`config.mk`:
```
export PLATFORM = sky130hd
export DESIGN_NAME = fifo_with_keyed_removal
export DESIGN_NICKNAME = d
export VERILOG_FILES = /design/src/sv/fkr_pkg.sv /design/src/sv/fifo_with_keyed_removal.sv /design/src/sv/fkr_store.sv
export SDC_FILE = /design/constraint.sdc
export NUM_CORES = 1
export LEC_CHECK = 0
export BUFFER_PORTS_ARGS = -buffer_cell sky130_fd_sc_hd__buf_2
export CAP_MARGIN = 15
export CORE_MARGIN = 3
export CORE_UTILIZATION = 40
export DETAILED_ROUTE_END_ITERATION = 10
export PLACE_DENSITY = 0.63
export SYNTH_ARGS = -nofsm -noshare
export SYNTH_HDL_FRONTEND = slang
export SYNTH_SLANG_ARGS = --single-unit
```
`constraint.sdc`:
```
create_clock -name clk -period 5.5 [get_ports clk]
set_clock_uncertainty 0.1 [all_clocks]
set_input_delay 1.65 -clock clk [delete_from_list [all_inputs] [get_ports clk]]
set_output_delay 1.65 -clock clk [all_outputs]
set_load 0.02 [all_outputs]
```
`src/sv/fkr_pkg.sv`:
```
// ----------------------------------------------------------------------------
// fkr_pkg
// Shared types and constants for the keyed-removal process queue.
// ----------------------------------------------------------------------------
`timescale 1ns / 1ps

package fkr_pkg;

    // Default number of entries held
    localparam int QUEUE_DEPTH_DEF = 16;

    localparam int KEY_W    = 16;
    localparam int HANDLE_W = 32;
    localparam int OP_W     = 2;
    localparam int STATUS_W = 2;
    localparam int COUNT_W  = 5;

    typedef enum logic [OP_W-1:0] {
        OP_PUSH   = 2'd0,
        OP_POP    = 2'd1,
        OP_REMOVE = 2'd2,
        OP_NOP    = 2'd3
    } op_t;

    typedef enum logic [STATUS_W-1:0] {
        ST_OK        = 2'd0,
        ST_EMPTY     = 2'd1,
        ST_FULL      = 2'd2,
        ST_NOT_FOUND = 2'd3
    } status_t;

    // One queue entry as kept in the store
    typedef struct packed {
        logic [KEY_W-1:0]    key;
        logic [HANDLE_W-1:0] handle;
    } entry_t;

endpackage

```
`src/sv/fifo_with_keyed_removal.sv`:
```
// ----------------------------------------------------------------------------
// fifo_with_keyed_removal
// Bounded process queue: push at tail, pop head, remove first entry by key.
// ----------------------------------------------------------------------------
//  channel  | handshake             | payload
//  ---------+-----------------------+---------------------------------------
//  input    | in_valid / in_stall   | op, proc_key, proc_handle
//  output   | out_valid / out_stall | out_key, out_handle, status, entry_count
//
//  Entries sit in a circular buffer; one memory port pair and one key
//  comparator are stepped by a small sequencer, at most one read per step.
//  Push, no-op, full and empty cases go straight to the result step; pop
//  reads the head entry. Removal scans from the head, then closes the gap,
//  moving each later entry one place toward the head; removal at the head
//  skips the shift. in_stall is high from an accepted transfer until its
//  result is registered. A stalled result holds in the output register;
//  the next item may be taken while it waits. Reset clears all but memory.
// ----------------------------------------------------------------------------
`timescale 1ns / 1ps

module fifo_with_keyed_removal #(
    parameter int QUEUE_DEPTH = fkr_pkg::QUEUE_DEPTH_DEF
) (
    input  logic                          clk,
    input  logic                          rst_n,
    // input channel
    input  logic                          in_valid,
    output logic                          in_stall,
    input  logic [fkr_pkg::OP_W-1:0]      op,
    input  logic [fkr_pkg::KEY_W-1:0]     proc_key,
    input  logic [fkr_pkg::HANDLE_W-1:0]  proc_handle,
    // output channel
    output logic                          out_valid,
    input  logic                          out_stall,
    output logic [fkr_pkg::KEY_W-1:0]     out_key,
    output logic [fkr_pkg::HANDLE_W-1:0]  out_handle,
    output logic [fkr_pkg::STATUS_W-1:0]  status,
    output logic [fkr_pkg::COUNT_W-1:0]   entry_count
);

    localparam int AW = $clog2(QUEUE_DEPTH);
    localparam int CW = $clog2(QUEUE_DEPTH + 1);
    localparam int SW = CW + 1;

    typedef enum logic [2:0] {
        S_IDLE,
        S_RD,
        S_CMP,
        S_SH_RD,
        S_SH_WR,
        S_DONE
    } state_t;

    state_t                        state_reg, state_next;
    logic [AW-1:0]                 head_reg, head_next;
    logic [CW-1:0]                 count_reg, count_next;
    logic [AW-1:0]                 addr_reg, addr_next;
    logic [CW-1:0]                 idx_reg, idx_next;
    fkr_pkg::op_t                  op_reg, op_next;
    logic [fkr_pkg::KEY_W-1:0]     key_reg, key_next;
    logic [fkr_pkg::KEY_W-1:0]     res_key_reg, res_key_next;
    logic [fkr_pkg::HANDLE_W-1:0]  res_handle_reg, res_handle_next;
    fkr_pkg::status_t              res_status_reg, res_status_next;
    logic                          out_valid_reg, out_valid_next;
    logic [fkr_pkg::KEY_W-1:0]     out_key_reg, out_key_next;
    logic [fkr_pkg::HANDLE_W-1:0]  out_handle_reg, out_handle_next;
    fkr_pkg::status_t              out_status_reg, out_status_next;
    logic [fkr_pkg::COUNT_W-1:0]   out_count_reg, out_count_next;

    // store ports
    logic            wr_en;
    logic [AW-1:0]   wr_addr;
    fkr_pkg::entry_t wr_data;
    logic            rd_en;
    logic [AW-1:0]   rd_addr;
    fkr_pkg::entry_t rd_data;

    // helpers
    logic [SW-1:0]   tail_sum;
    logic [AW-1:0]   tail_addr;
    logic [AW-1:0]   addr_inc;
    logic [AW-1:0]   head_inc;
    logic            last_scan;
    logic            last_move;
    logic            hit;

    fkr_store #(
        .QUEUE_DEPTH (QUEUE_DEPTH)
    ) u_store (
        .clk     (clk),
        .wr_en   (wr_en),
        .wr_addr (wr_addr),
        .wr_data (wr_data),
        .rd_en   (rd_en),
        .rd_addr (rd_addr),
        .rd_data (rd_data)
    );

    // Circular address arithmetic
    assign tail_sum  = SW'(head_reg) + SW'(count_reg);
    assign tail_addr = (tail_sum >= SW'(QUEUE_DEPTH)) ?
                       AW'(tail_sum - SW'(QUEUE_DEPTH)) : AW'(tail_sum);
    assign addr_inc  = (addr_reg == AW'(QUEUE_DEPTH - 1)) ? '0 : addr_reg + AW'(1);
    assign head_inc  = (head_reg == AW'(QUEUE_DEPTH - 1)) ? '0 : head_reg + AW'(1);

    // Position tests against the current count
    assign last_scan = (SW'(idx_reg) + SW'(1)) == SW'(count_reg);
    assign last_move = (SW'(idx_reg) + SW'(2)) == SW'(count_reg);

    // Shared key comparator; a pop always takes the head
    assign hit = (op_reg == fkr_pkg::OP_POP) || (rd_data.key == key_reg);

    // Sequencer
    always_comb
    begin
        state_next      = state_reg;
        head_next       = head_reg;
        count_next      = count_reg;
        addr_next       = addr_reg;
        idx_next        = idx_reg;
        op_next         = op_reg;
        key_next        = key_reg;
        res_key_next    = res_key_reg;
        res_handle_next = res_handle_reg;
        res_status_next = res_status_reg;
        out_valid_next  = out_valid_reg;
        out_key_next    = out_key_reg;
        out_handle_next = out_handle_reg;
        out_status_next = out_status_reg;
        out_count_next  = out_count_reg;
        wr_en           = 1'b0;
        wr_addr         = addr_reg;
        wr_data         = rd_data;
        rd_en           = 1'b0;
        rd_addr         = addr_reg;

        // result taken downstream
        if (out_valid_reg && !out_stall)
        begin
            out_valid_next = 1'b0;
        end

        case (state_reg)
            S_IDLE:
            begin
                if (in_valid)
                begin
                    op_next         = fkr_pkg::op_t'(op);
                    key_next        = proc_key;
                    res_key_next    = '0;
                    res_handle_next = '0;
                    res_status_next = fkr_pkg::ST_OK;
                    idx_next        = '0;
                    addr_next       = head_reg;
                    state_next      = S_DONE;
                    case (fkr_pkg::op_t'(op))
                        fkr_pkg::OP_PUSH:
                        begin
                            if (count_reg == CW'(QUEUE_DEPTH))
                            begin
                                res_status_next = fkr_pkg::ST_FULL;
                            end
                            else
                            begin
                                wr_en          = 1'b1;
                                wr_addr        = tail_addr;
                                wr_data.key    = proc_key;
                                wr_data.handle = proc_handle;
                                count_next     = count_reg + CW'(1);
                            end
                        end
                        fkr_pkg::OP_POP, fkr_pkg::OP_REMOVE:
                        begin
                            if (count_reg == '0)
                            begin
                                res_status_next = fkr_pkg::ST_EMPTY;
                            end
                            else
                            begin
                                state_next = S_RD;
                            end
                        end
                        fkr_pkg::OP_NOP:
                        begin
                            state_next = S_DONE;
                        end
                        default:
                        begin
                            state_next = S_DONE;
                        end
                    endcase
                end
            end

            // fetch the entry under the scan pointer
            S_RD:
            begin
                rd_en      = 1'b1;
                rd_addr    = addr_reg;
                state_next = S_CMP;
            end

            // compare, then take out or move on
            S_CMP:
            begin
                if (hit)
                begin
                    res_key_next    = rd_data.key;
                    res_handle_next = rd_data.handle;
                    if (idx_reg == '0)
                    begin
                        head_next  = head_inc;
                        count_next = count_reg - CW'(1);
                        state_next = S_DONE;
                    end
                    else if (last_scan)
                    begin
                        count_next = count_reg - CW'(1);
                        state_next = S_DONE;
                    end
                    else
                    begin
                        state_next = S_SH_RD;
                    end
                end
                else if (last_scan)
                begin
                    res_status_next = fkr_pkg::ST_NOT_FOUND;
                    state_next      = S_DONE;
                end
                else
                begin
                    idx_next   = idx_reg + CW'(1);
                    addr_next  = addr_inc;
                    state_next = S_RD;
                end
            end

            // close the gap: read the next entry
            S_SH_RD:
            begin
                rd_en      = 1'b1;
                rd_addr    = addr_inc;
                state_next = S_SH_WR;
            end

            // ... and write it one place toward the head
            S_SH_WR:
            begin
                wr_en     = 1'b1;
                wr_addr   = addr_reg;
                wr_data   = rd_data;
                addr_next = addr_inc;
                idx_next  = idx_reg + CW'(1);
                if (last_move)
                begin
                    count_next = count_reg - CW'(1);
                    state_next = S_DONE;
                end
                else
                begin
                    state_next = S_SH_RD;
                end
            end

            // hand the result to the output register
            S_DONE:
            begin
                if (!out_valid_reg || !out_stall)
                begin
                    out_valid_next  = 1'b1;
                    out_key_next    = res_key_reg;
                    out_handle_next = res_handle_reg;
                    out_status_next = res_status_reg;
                    out_count_next  = fkr_pkg::COUNT_W'(count_reg);
                    state_next      = S_IDLE;
                end
            end

            default:
            begin
                state_next = S_IDLE;
            end
        endcase
    end

    // State and registered outputs
    always_ff @(posedge clk or negedge rst_n)
    begin
        if (!rst_n)
        begin
            state_reg      <= S_IDLE;
            head_reg       <= '0;
            count_reg      <= '0;
            addr_reg       <= '0;
            idx_reg        <= '0;
            op_reg         <= fkr_pkg::OP_NOP;
            key_reg        <= '0;
            res_key_reg    <= '0;
            res_handle_reg <= '0;
            res_status_reg <= fkr_pkg::ST_OK;
            out_valid_reg  <= 1'b0;
            out_key_reg    <= '0;
            out_handle_reg <= '0;
            out_status_reg <= fkr_pkg::ST_OK;
            out_count_reg  <= '0;
        end
        else
        begin
            state_reg      <= state_next;
            head_reg       <= head_next;
            count_reg      <= count_next;
            addr_reg       <= addr_next;
            idx_reg        <= idx_next;
            op_reg         <= op_next;
            key_reg        <= key_next;
            res_key_reg    <= res_key_next;
            res_handle_reg <= res_handle_next;
            res_status_reg <= res_status_next;
            out_valid_reg  <= out_valid_next;
            out_key_reg    <= out_key_next;
            out_handle_reg <= out_handle_next;
            out_status_reg <= out_status_next;
            out_count_reg  <= out_count_next;
        end
    end

    assign in_stall    = (state_reg != S_IDLE);
    assign out_valid   = out_valid_reg;
    assign out_key     = out_key_reg;
    assign out_handle  = out_handle_reg;
    assign status      = out_status_reg;
    assign entry_count = out_count_reg;

endmodule

```
`src/sv/fkr_store.sv`:
```
// ----------------------------------------------------------------------------
// fkr_store
// Entry memory: one write port, one read port with registered read data.
// ----------------------------------------------------------------------------
`timescale 1ns / 1ps

module fkr_store #(
    parameter int QUEUE_DEPTH = fkr_pkg::QUEUE_DEPTH_DEF,
    localparam int AW = $clog2(QUEUE_DEPTH)
) (
    input  logic            clk,
    input  logic            wr_en,
    input  logic [AW-1:0]   wr_addr,
    input  fkr_pkg::entry_t wr_data,
    input  logic            rd_en,
    input  logic [AW-1:0]   rd_addr,
    output fkr_pkg::entry_t rd_data
);

    fkr_pkg::entry_t mem [QUEUE_DEPTH];
    fkr_pkg::entry_t rd_data_reg;

    // Write port
    always_ff @(posedge clk)
    begin
        if (wr_en)
        begin
            mem[wr_addr] <= wr_data;
        end
    end

    // Read port, data valid the cycle after the request
    always_ff @(posedge clk)
    begin
        if (rd_en)
        begin
            rd_data_reg <= mem[rd_addr];
        end
    end

    assign rd_data = rd_data_reg;

endmodule

```
Yosys cells after proc, flatten, opt, wreduce, memory -nomap -nowiden

Memory sizes are Yosys's and may differ from the RTL's. A register that Yosys moved wholly into a read port is not among the register bits.
Cells that the tools add are included.
Widths: inputs -> output; s select.

Bits of input ports: 54
Bits in writable memories: 768
Logic and storage cells: 133
Bits in registers: 145
Output and inout bits: 57
Memories kept: 1

Add/sub/neg operators: 9
Reductions and logical operators: 22
Order comparisons: 1
Equality and inequality tests: 24
Mux-type cells: 61

Memory list:

| memory      | words | bits a word | rd ports | clocked after memory_dff | wr ports | line            | source |
|---|---|---|---|---|---|---|---|
| u_store.mem | 16    | 48          | 1        | 1                        | 1        | fkr_store.sv:20 | `fkr_pkg::entry_t mem [QUEUE_DEPTH];` |

Operators with widths:

| operator            | number |
|---|---|
| $mux 48             | 4 |
| $mux 32             | 2 |
| $pmux 32 s2         | 1 |
| $mux 5              | 10 |
| $mux 4              | 11 |
| $mux 16             | 2 |
| $pmux 16 s2         | 1 |
| $pmux 5 s3          | 2 |
| $mux 3              | 9 |
| $pmux 3 s6          | 1 |
| $eq 16x16->1        | 1 |
| $ne 2x2->1 const B  | 8 |
| $eq 6x5->1          | 2 |
| $pmux 4 s3          | 1 |
| $add 5x1->5 const B | 2 |
| $logic_not 5->1     | 2 |
| $mux 1              | 10 |
| $add 4x1->4 const B | 2 |
| $eq 4x4->1 const B  | 2 |
| $mux 2              | 4 |
| $pmux 2 s2          | 2 |
| $reduce_and 4->1    | 2 |
| $reduce_and 7->1    | 1 |
| $add 4x5->6         | 1 |
| other kinds (24)    | 34 |

Depth between registers and ports, before layout

Gate-level depths: netlist (run 1).

Word-level depth: 7
Depth in mapped cells: 11
Mapped depth without buffers: 9

Cells and area by module

From an unflattened synthesis (run 1), not the netlist that was laid out.

Cells, all modules: 2086
Area, all modules: 37562.3 µm²

By module, submodules not included:

| module                  | times used | cells each | sequential area each (µm²) | area each (µm²) |
|---|---|---|---|---|
| fkr_store               | 1          | 1242       | 24503.5                    | 30171.4 |
| fifo_with_keyed_removal | 1          | 844        | 3631.0                     | 7390.8 |

Worst setup path before layout (run 1)

Ideal clock, no wire load.

Kind: input -> register
Start point: input in_valid
End point: memory u_store.mem[15][0] (netlist name), enable pin
Path buffers: 1
Library setup time: 0.513 ns
Cell stages on the path: 5
Required time: 4.887 ns
Data arrival time: 5.896 ns
Path slack: -1.009 ns
Path through: nor4b_2 o211a_1 buf_2 a31oi_1 nor3_1

Word-level cells in the longest chain between the ends: 4
Elaborated cells on any way between the ends: 6
Classes of those cells: mux (6)

RTL lines:

| element                      | line                           | source |
|---|---|---|
| start: declaration           | fifo_with_keyed_removal.sv:27  | `input logic in_valid,` |
| $mux 1                       | fifo_with_keyed_removal.sv:146 | `if (in_valid)` |
| $pmux 1 s2                   | fifo_with_keyed_removal.sv:143 | `case (state_reg)` |
| $mux 1                       | fkr_store.sv:26                | `if (wr_en)` |
| $mux 1 (implied by the code) | fkr_store.sv:28                | `mem[wr_addr] <= wr_data;` |
| end: declaration             | fkr_store.sv:20                |  |

Several ways; a longest one is shown, not always the timed one.

Final worst setup path (run 1)

Start point: input op[0] (netlist name)
End point: memory u_store.mem[1][45] (netlist name), enable pin

Word-level cells in the longest chain between the ends: 6
Elaborated cells on any way between the ends: 9
Classes of those cells: mux (8); reduce/logical (1)

RTL lines:

| element                      | line                           | source |
|---|---|---|
| start: declaration           | fifo_with_keyed_removal.sv:29  | `input logic [fkr_pkg::OP_W-1:0] op,` |
| $logic_not 2->1 *            | fifo_with_keyed_removal.sv:156 | `case (fkr_pkg::op_t'(op))` |
| $mux 1                       | fifo_with_keyed_removal.sv:156 |  |
| $mux 1                       | fifo_with_keyed_removal.sv:146 |  |
| $pmux 1 s2                   | fifo_with_keyed_removal.sv:143 |  |
| $mux 1                       | fkr_store.sv:26                |  |
| $mux 1 (implied by the code) | fkr_store.sv:28                |  |

Mark *: on every way between the ends. The rest lies on a longest branch, timed or not.

==> run_results.csv, run 1 <==
group,metric,value,unit
worst_setup_path,path_cells,"buf_2, inv_1, ha_1, nand2_1, a21oi_1, nor3b_1, o21ai_0, or2_2, nor2_4, buf_12",
worst_setup_path,r2r-end,"u_store.rd_data[16]$_DFFE_PP_",
worst_setup_path,worstPathRequired,5.75,ns
clock_tree,clock-root-buffer,"clkbuf_16",
layout,antenna_cells,0,
route,routed_wl,86100,µm
worst_setup_path,slowest_delay,0.60,ns
route,vias,19732,
yosys,synthArstFlopShare,0.151,
placement,place_area,0.0404,mm²
placement,io_buffers,110,
timing,post-route-min-period,4.11,ns
timing,final_max_slew_viol_count,0,
route,drc_errors,0,
route,firstDrtPassIters,5,
min_path,hold_depth,2,
global_routing,grt_max_degree,107,
timing,fmax,243,MHz
power,p_total,24.2,mW
yosys,avgSynthCellArea,17.6,µm²
route,avgViaCountPerCell,5.42,
layout,multiInputGateArea,0.00933,mm²
worst_setup_path,reg2reg_setup_slack,1.43,ns
clock_tree,clock_latency,0.65,ns
clock_tree,cts_setup_buffers,0,
power,max-vdd-ir-drop,0.442,mV
route,drtAntennaViolNets,0,
placement,gp_congestion,0.794,
global_routing,grt_pass1_wl,130000,µm
min_path,hold_class,"reg2reg",
die,die_h,314,µm
timing,finalSetupViolCount,0,
route,dr.first_iter.drc_count,1883,
placement,dp_hpwl,48300,µm
clock_tree,numCtsBuffers,96,
layout,finalNetCount,2373,
global_routing,antenna_found_initial,1,
die,fp.dieArea,0.0989,mm²
worst_setup_path,end_kind,"flip-flop",
die,initial_core_util,0.406,
timing,tightest_slew,1.03,ns
route,avgRoutedWirePerCell,23.7,µm
layout,fill_cells,7856,
yosys,synth_top_area_frac,0.644,
power,power_density,558,mW/mm²
min_path,hold_path_end,"out_handle[28]$_DFFE_PN0P_",
yosys,syn_nets,2235,
clock_tree,cts.repair.resized,0,
yosys,synth_ff_type,"edfxtp_1",
min_path,min_from,"out_handle[28]$_DFFE_PN0P_",
clock_tree,cts.sink_count,961,
worst_setup_path,criticalPathCategory,"in2reg",
yosys,yosysMostFrequentCell,"edfxtp_1",
layout,layout-drive-gt1-share,0.216,
worst_setup_path,cp_max_fo,18,
layout,largest_register_ffs,768,
clock_tree,cts_max_path_buffers,3,
yosys,synth_seq_cells,961,
yosys,synth_edf_count,816,
layout,area_growth_syn_to_layout,14.2,%
die,core,0.0937,mm²
global_routing,grt_pass1_vias,20503,
die,ioPinCount,111,
global_routing,grt.overflow.total,0,
timing,hold_ws,0.374,ns
yosys,synthCells,2166,
worst_setup_path,start_kind,"primary input",
clock_tree,cts_tree,"built",
die,chipWidth,314,µm
yosys,syn-cell-area,0.0380,mm²
die,num_rows,112,
yosys,seq_area_frac_synth,0.740,
yosys,synth_area_leader_cell,"edfxtp_1",
worst_setup_path,crit_arrival,4.36,ns
layout,stdcell_area,0.0434,mm²
global_routing,track_usage,0.174,
power,power.leakage,15.7,nW
timing,fin_crit_sh,0.748,
timing,rsz0062_at_grt,"false",
timing,hold_viol,0,
yosys,synth_cell_types,71,
timing,max_slew_margin,0.301,
layout,register_area,0.0281,mm²
worst_setup_path,cp_slowest_cell,"nor2_4",
clock_tree,clk_pin_slew,0.06,ns
run_status,status,"complete, no violations",
worst_setup_path,reg2reg_from,"state_reg[1]$_DFFE_PN0P_",
worst_setup_path,r2r_cells,6,
yosys,yosys_warnings,0,
clock_tree,hold_buffers,0,
flow_run,max_cap_violations,0,
clock_tree,cts_max_level,3,
yosys,yosys-top-cells-count,"edfxtp_1 (816), mux2i_1 (244), nand2_1 (167)",
yosys,synth_area_leaders,"edfxtp_1 (64%), dfrtp_1 (9.4%), mux2i_1 (6.4%)",
[layout by cell type (no fill, tap or decap), drive strengths merged, types with 6 or more instances in the layout]
| master | count |
|---|---|
| a21o | 6 |
| a21oi | 10 |
| a22oi | 50 |
| a31oi | 8 |
| buf | 155 |
| clkbuf | 134 |
| clkinv | 36 |
| dfrtp | 143 |
| edfxtp | 816 |
| ha | 13 |
| inv | 63 |
| mux2 | 82 |
| mux2i | 244 |
| mux4 | 96 |
| nand2 | 167 |
| nand2b | 6 |
| nand3 | 9 |
| nor2 | 74 |
| nor3 | 12 |
| o21ai | 60 |
| o22ai | 98 |
| xnor2 | 12 |
| xor2 | 23 |
[kinds of logic (layout without fill, tap and decap cells)]
| group | Yosys count | after routing | share of synthesized area |
|---|---|---|---|
| flip-flops | 961 | 961 | 0.740 |
| multiplexers | 422 | 422 | 0.146 |
| AND/OR/NAND/NOR | 296 | 296 | 0.0332 |
| AO/OA/AOI/OAI | 261 | 261 | 0.0457 |
| buffers and inverters | 176 | 395 | 0.0218 |
| XOR/XNOR | 35 | 35 | 0.00875 |
| adder cells (fa/ha/maj) | 15 | 15 | 0.00533 |
[worst max path at each step]
stage,from,end,slack (ns),cells past startpoint
2_1_floorplan,in_valid,u_store.mem[12][0]$_DFFE_PP_,-1.0,5
3_3_place_gp,op[0],u_store.mem[1][5]$_DFFE_PP_,0.75,10
3_5_place_dp,op[0],u_store.mem[1][45]$_DFFE_PP_,0.75,10
4_1_cts,op[0],u_store.mem[1][45]$_DFFE_PP_,1.44,10
5_1_grt,op[1],u_store.mem[1][41]$_DFFE_PP_,1.22,10
6_report,op[0],u_store.mem[1][45]$_DFFE_PP_,1.39,10
[worst max-delay path: cells and delay by family]
kind | cells | cell delay, ns
and+or+nand+nor | 4 | 1.41
adders and majority gates | 1 | 0.21
AOI/OAI and AO/OA | 2 | 0.62
buffers and inverters | 3 | 0.45
[routing by layer]
metal  track usage  wire, µm
met1         0.251     38500
met2         0.277     40500
met3        0.0307      5430
met4        0.0422      1660
met5             0         0
[final cells by class]
class | instances | share of cell area
flip-flops and latches | 961 | 0.648
multi-input cells | 1029 | 0.215
clock buffers | 134 | 0.0607
well taps | 1254 | 0.0361
repair buffers | 155 | 0.0261
clock inverters | 45 | 0.00928
inverters | 61 | 0.00527
[where the power goes]
part,switching [mW],total (mW),internal (mW)
sequential,0.608,10.6,9.97
clock,2.68,6.28,3.60
combinational,4.58,7.38,2.79
total,7.87,24.2,16.4
[stage by stage]
step                 util  setup slack [ns]  std cells  TNS (ns)
detailed placement  0.431             0.747       3460         0
floorplan               -            -0.997       2166   -284.60
CTS                 0.463              1.44       3639         0
global route        0.463              1.22       3639         0
finish              0.463              1.39       3639         0
global placement    0.431             0.754       3460         0
(Power assumes the default switching activity.)
==> run 2, diff against run 1 <==
--- a/config.mk
+++ b/config.mk
@@ -10,7 +10,7 @@
 export CORE_MARGIN = 3
 export CORE_UTILIZATION = 40
 export DETAILED_ROUTE_END_ITERATION = 10
-export PLACE_DENSITY = 0.63
+export PLACE_DENSITY = 0.61
 export SYNTH_ARGS = -nofsm -noshare
 export SYNTH_HDL_FRONTEND = slang
 export SYNTH_SLANG_ARGS = --single-unit
==> constraint.sdc (replaced) <==
create_clock -name clk -period 3.8 [get_ports clk]
set_clock_uncertainty 0.1 [all_clocks]
set_input_delay 1.14 -clock clk [delete_from_list [all_inputs] [get_ports clk]]
set_output_delay 1.14 -clock clk [all_outputs]
set_load 0.02 [all_outputs]
==> run 2 against run 1 <==
Net effect:
- cell count up 0.91%
- critical path type is now reg2reg
- clock power up 51%
- critical endpoint is now u_store.rd_data[21]$_DFFE_PP_
- final area up 1.7%
- hold slack worse by 0.14 ns
- total power up 49%
- sequential share of layout area down 1.1 points
- register-to-register slack worse by 0.97 ns
- non-clock buffer count up 31
- via count down 0.50%
- highest routed layer unchanged
- flip-flop and latch count unchanged
- global-route usage up 0.40 points
==> run_results.csv, run 2 (synthesized netlist as in run 1, its figures left out) <==
group,metric,value,unit
layout,antenna_cells,0,
die,initial_core_util,0.406,
timing,post-route-min-period,3.34,ns
die,num_rows,112,
power,p_total,36.2,mW
worst_setup_path,criticalPathCategory,"reg2reg",
clock_tree,cts_setup_buffers,0,
worst_setup_path,path_buf_inv,2,
worst_setup_path,cp_max_fo,54,
die,ioPinCount,111,
global_routing,grt_pass1_wl,132000,µm
timing,tightest_slew,0.839,ns
route,wl_met3,5130,µm
worst_setup_path,start_kind,"flip-flop",
clock_tree,clk_pin_slew,0.07,ns
die,chipWidth,314,µm
placement,dp_slack,0.168,ns
layout,layout_commonest_cell,"edfxtp_1",
layout,stdcell_area,0.0442,mm²
worst_setup_path,worstPathRequired,4.09,ns
die,fp.dieArea,0.0989,mm²
layout,area_growth_syn_to_layout,16.1,%
power,p_comb_frac,0.315,
route,highest_layer,"met4",
layout,layout-drive-gt1-share,0.229,
power,pwr-share-seq,0.423,
layout,post-route-util,0.471,
layout,finalNetCount,2406,
timing,rsz0062_at_grt,"false",
timing,finalSetupViolCount,0,
global_routing,track_usage,0.178,
worst_setup_path,reg2reg_from,"addr_reg[1]$_DFFE_PN0P_",
timing,setup_ws,0.458,ns
clock_tree,clock-root-buffer,"clkbuf_16",
timing,fin_crit_sh,0.879,
worst_setup_path,cp-startpoint,"addr_reg[1]$_DFFE_PN0P_",
timing,hold_ws,0.237,ns
clock_tree,cts.sink_count,961,
power,internal-power,24.3,mW
route,vias,19633,
route,dr_wl_met2,42800,µm
worst_setup_path,path_cells,"ha_1, a31oi_1, mux2i_4, buf_12, buf_4, mux2i_1, o22ai_1, nor2_1, nand2_1",
power,swShare,0.329,
layout,largest_register_ffs,768,
global_routing,grt_pass1_vias,20598,
global_routing,grt_max_degree,95,
worst_setup_path,cp_slowest_cell,"dfrtp_1",
clock_tree,cts.repair.resized,0,
placement,dp_hpwl,52700,µm
timing,fmax,299,MHz
clock_tree,cts_max_level,3,
placement,place_inst,3491,
clock_tree,clock_latency,0.67,ns
power,max-vdd-ir-drop,0.630,mV
timing,final_max_slew_viol_count,0,
timing,max_slew_margin,0.439,
worst_setup_path,slowest_delay,0.55,ns
power,power.leakage,16.0,nW
power,power_density,819,mW/mm²
power,clkPwrFrac,0.262,
global_routing,antenna_found_initial,1,
clock_tree,cts_max_path_buffers,3,
min_path,hold_class,"in2async",
timing,hold_viol,0,
timing,setup_tns,0,ns
run_status,status,"complete, no violations",
clock_tree,cts_tree,"built",
power,switchingPower,11.9,mW
route,drt-met1-wl,38100,µm
worst_setup_path,end_kind,"flip-flop",
route,drc_errors,0,
route,firstDrtPassIters,5,
worst_setup_path,cp_top_family,"buffers and inverters",
clock_tree,hold_buffers,0,
layout,final_cells,3672,
die,core,0.0937,mm²
worst_setup_path,crit_arrival,3.63,ns
layout,fill_cells,7853,
die,die_h,314,µm
placement,io_buffers,110,
layout,layout_common_cells,"edfxtp_1 (816), mux2i_1 (243), nand2_1 (167)",
placement,place_area,0.0410,mm²
route,drtAntennaViolNets,0,
flow_run,max_cap_violations,0,
placement,gp_congestion,0.766,
route,avgRoutedWirePerCell,23.9,µm
route,routed_wl,87600,µm
clock_tree,numCtsBuffers,98,
route,avgViaCountPerCell,5.35,
global_routing,grt.overflow.total,0,
route,dr.first_iter.drc_count,1764,
-- run 2: changes by cell type in the layout (fill, tap and decap cells not counted), moves of 6 or more --
cell | previous run | this run
nor3_4 | 2 | 8
clkinv_2 | 19 | 12
buf_4 | 26 | 37
clkinv_1 | 15 | 24
buf_12 | 19 | 39
clkbuf_1 | 31 | 22
-- run 2: path summary, 6_finish.rpt --
path,slack [ns],to,depth (start not counted)
max,0.46,u_store.rd_data[21]$_DFFE_PP_,9
min,0.24,res_key_reg[11]$_DFFE_PN0P_,1
max reg2reg,0.46,u_store.rd_data[21]$_DFFE_PP_,9
min reg2reg,0.37,out_handle[2]$_DFFE_PN0P_,2
max in group asynchronous,2.49,out_handle[24]$_DFFE_PN0P_,2
min in group clk,0.37,out_handle[2]$_DFFE_PN0P_,2
-- run 2: power by group through the flow --
| stage | Combinational [mW] | Sequential, mW | Clock (mW) |
|---|---|---|---|
| floorplan | 7.64 | 15.5 | 0 |
| global placement | 11.2 | 15.5 | 0 |
| detailed placement | 11.5 | 15.5 | 0 |
| CTS | 11.5 | 15.3 | 9.67 |
| global route | 12.4 | 15.5 | 10.1 |
| finish | 11.4 | 15.3 | 9.46 |
-- run 2: final cells by class --
type,count,area (µm²),share of cell area
Tap cell,1254,1570,0.0355
Clock inverter,52,508,0.0115
Multi-Input combinational cell,1029,9410,0.213
Timing Repair Buffer,186,1620,0.0366
Clock buffer,129,2690,0.0610
Sequential cell,961,28100,0.637
Inverter,61,229,0.00519
-- run 2: metal layers --
metal,track usage,up-vias
met5,0,-
met4,0.0469,0
met3,0.0316,106
met2,0.295,513
met1,0.245,10220
li1,-,8794
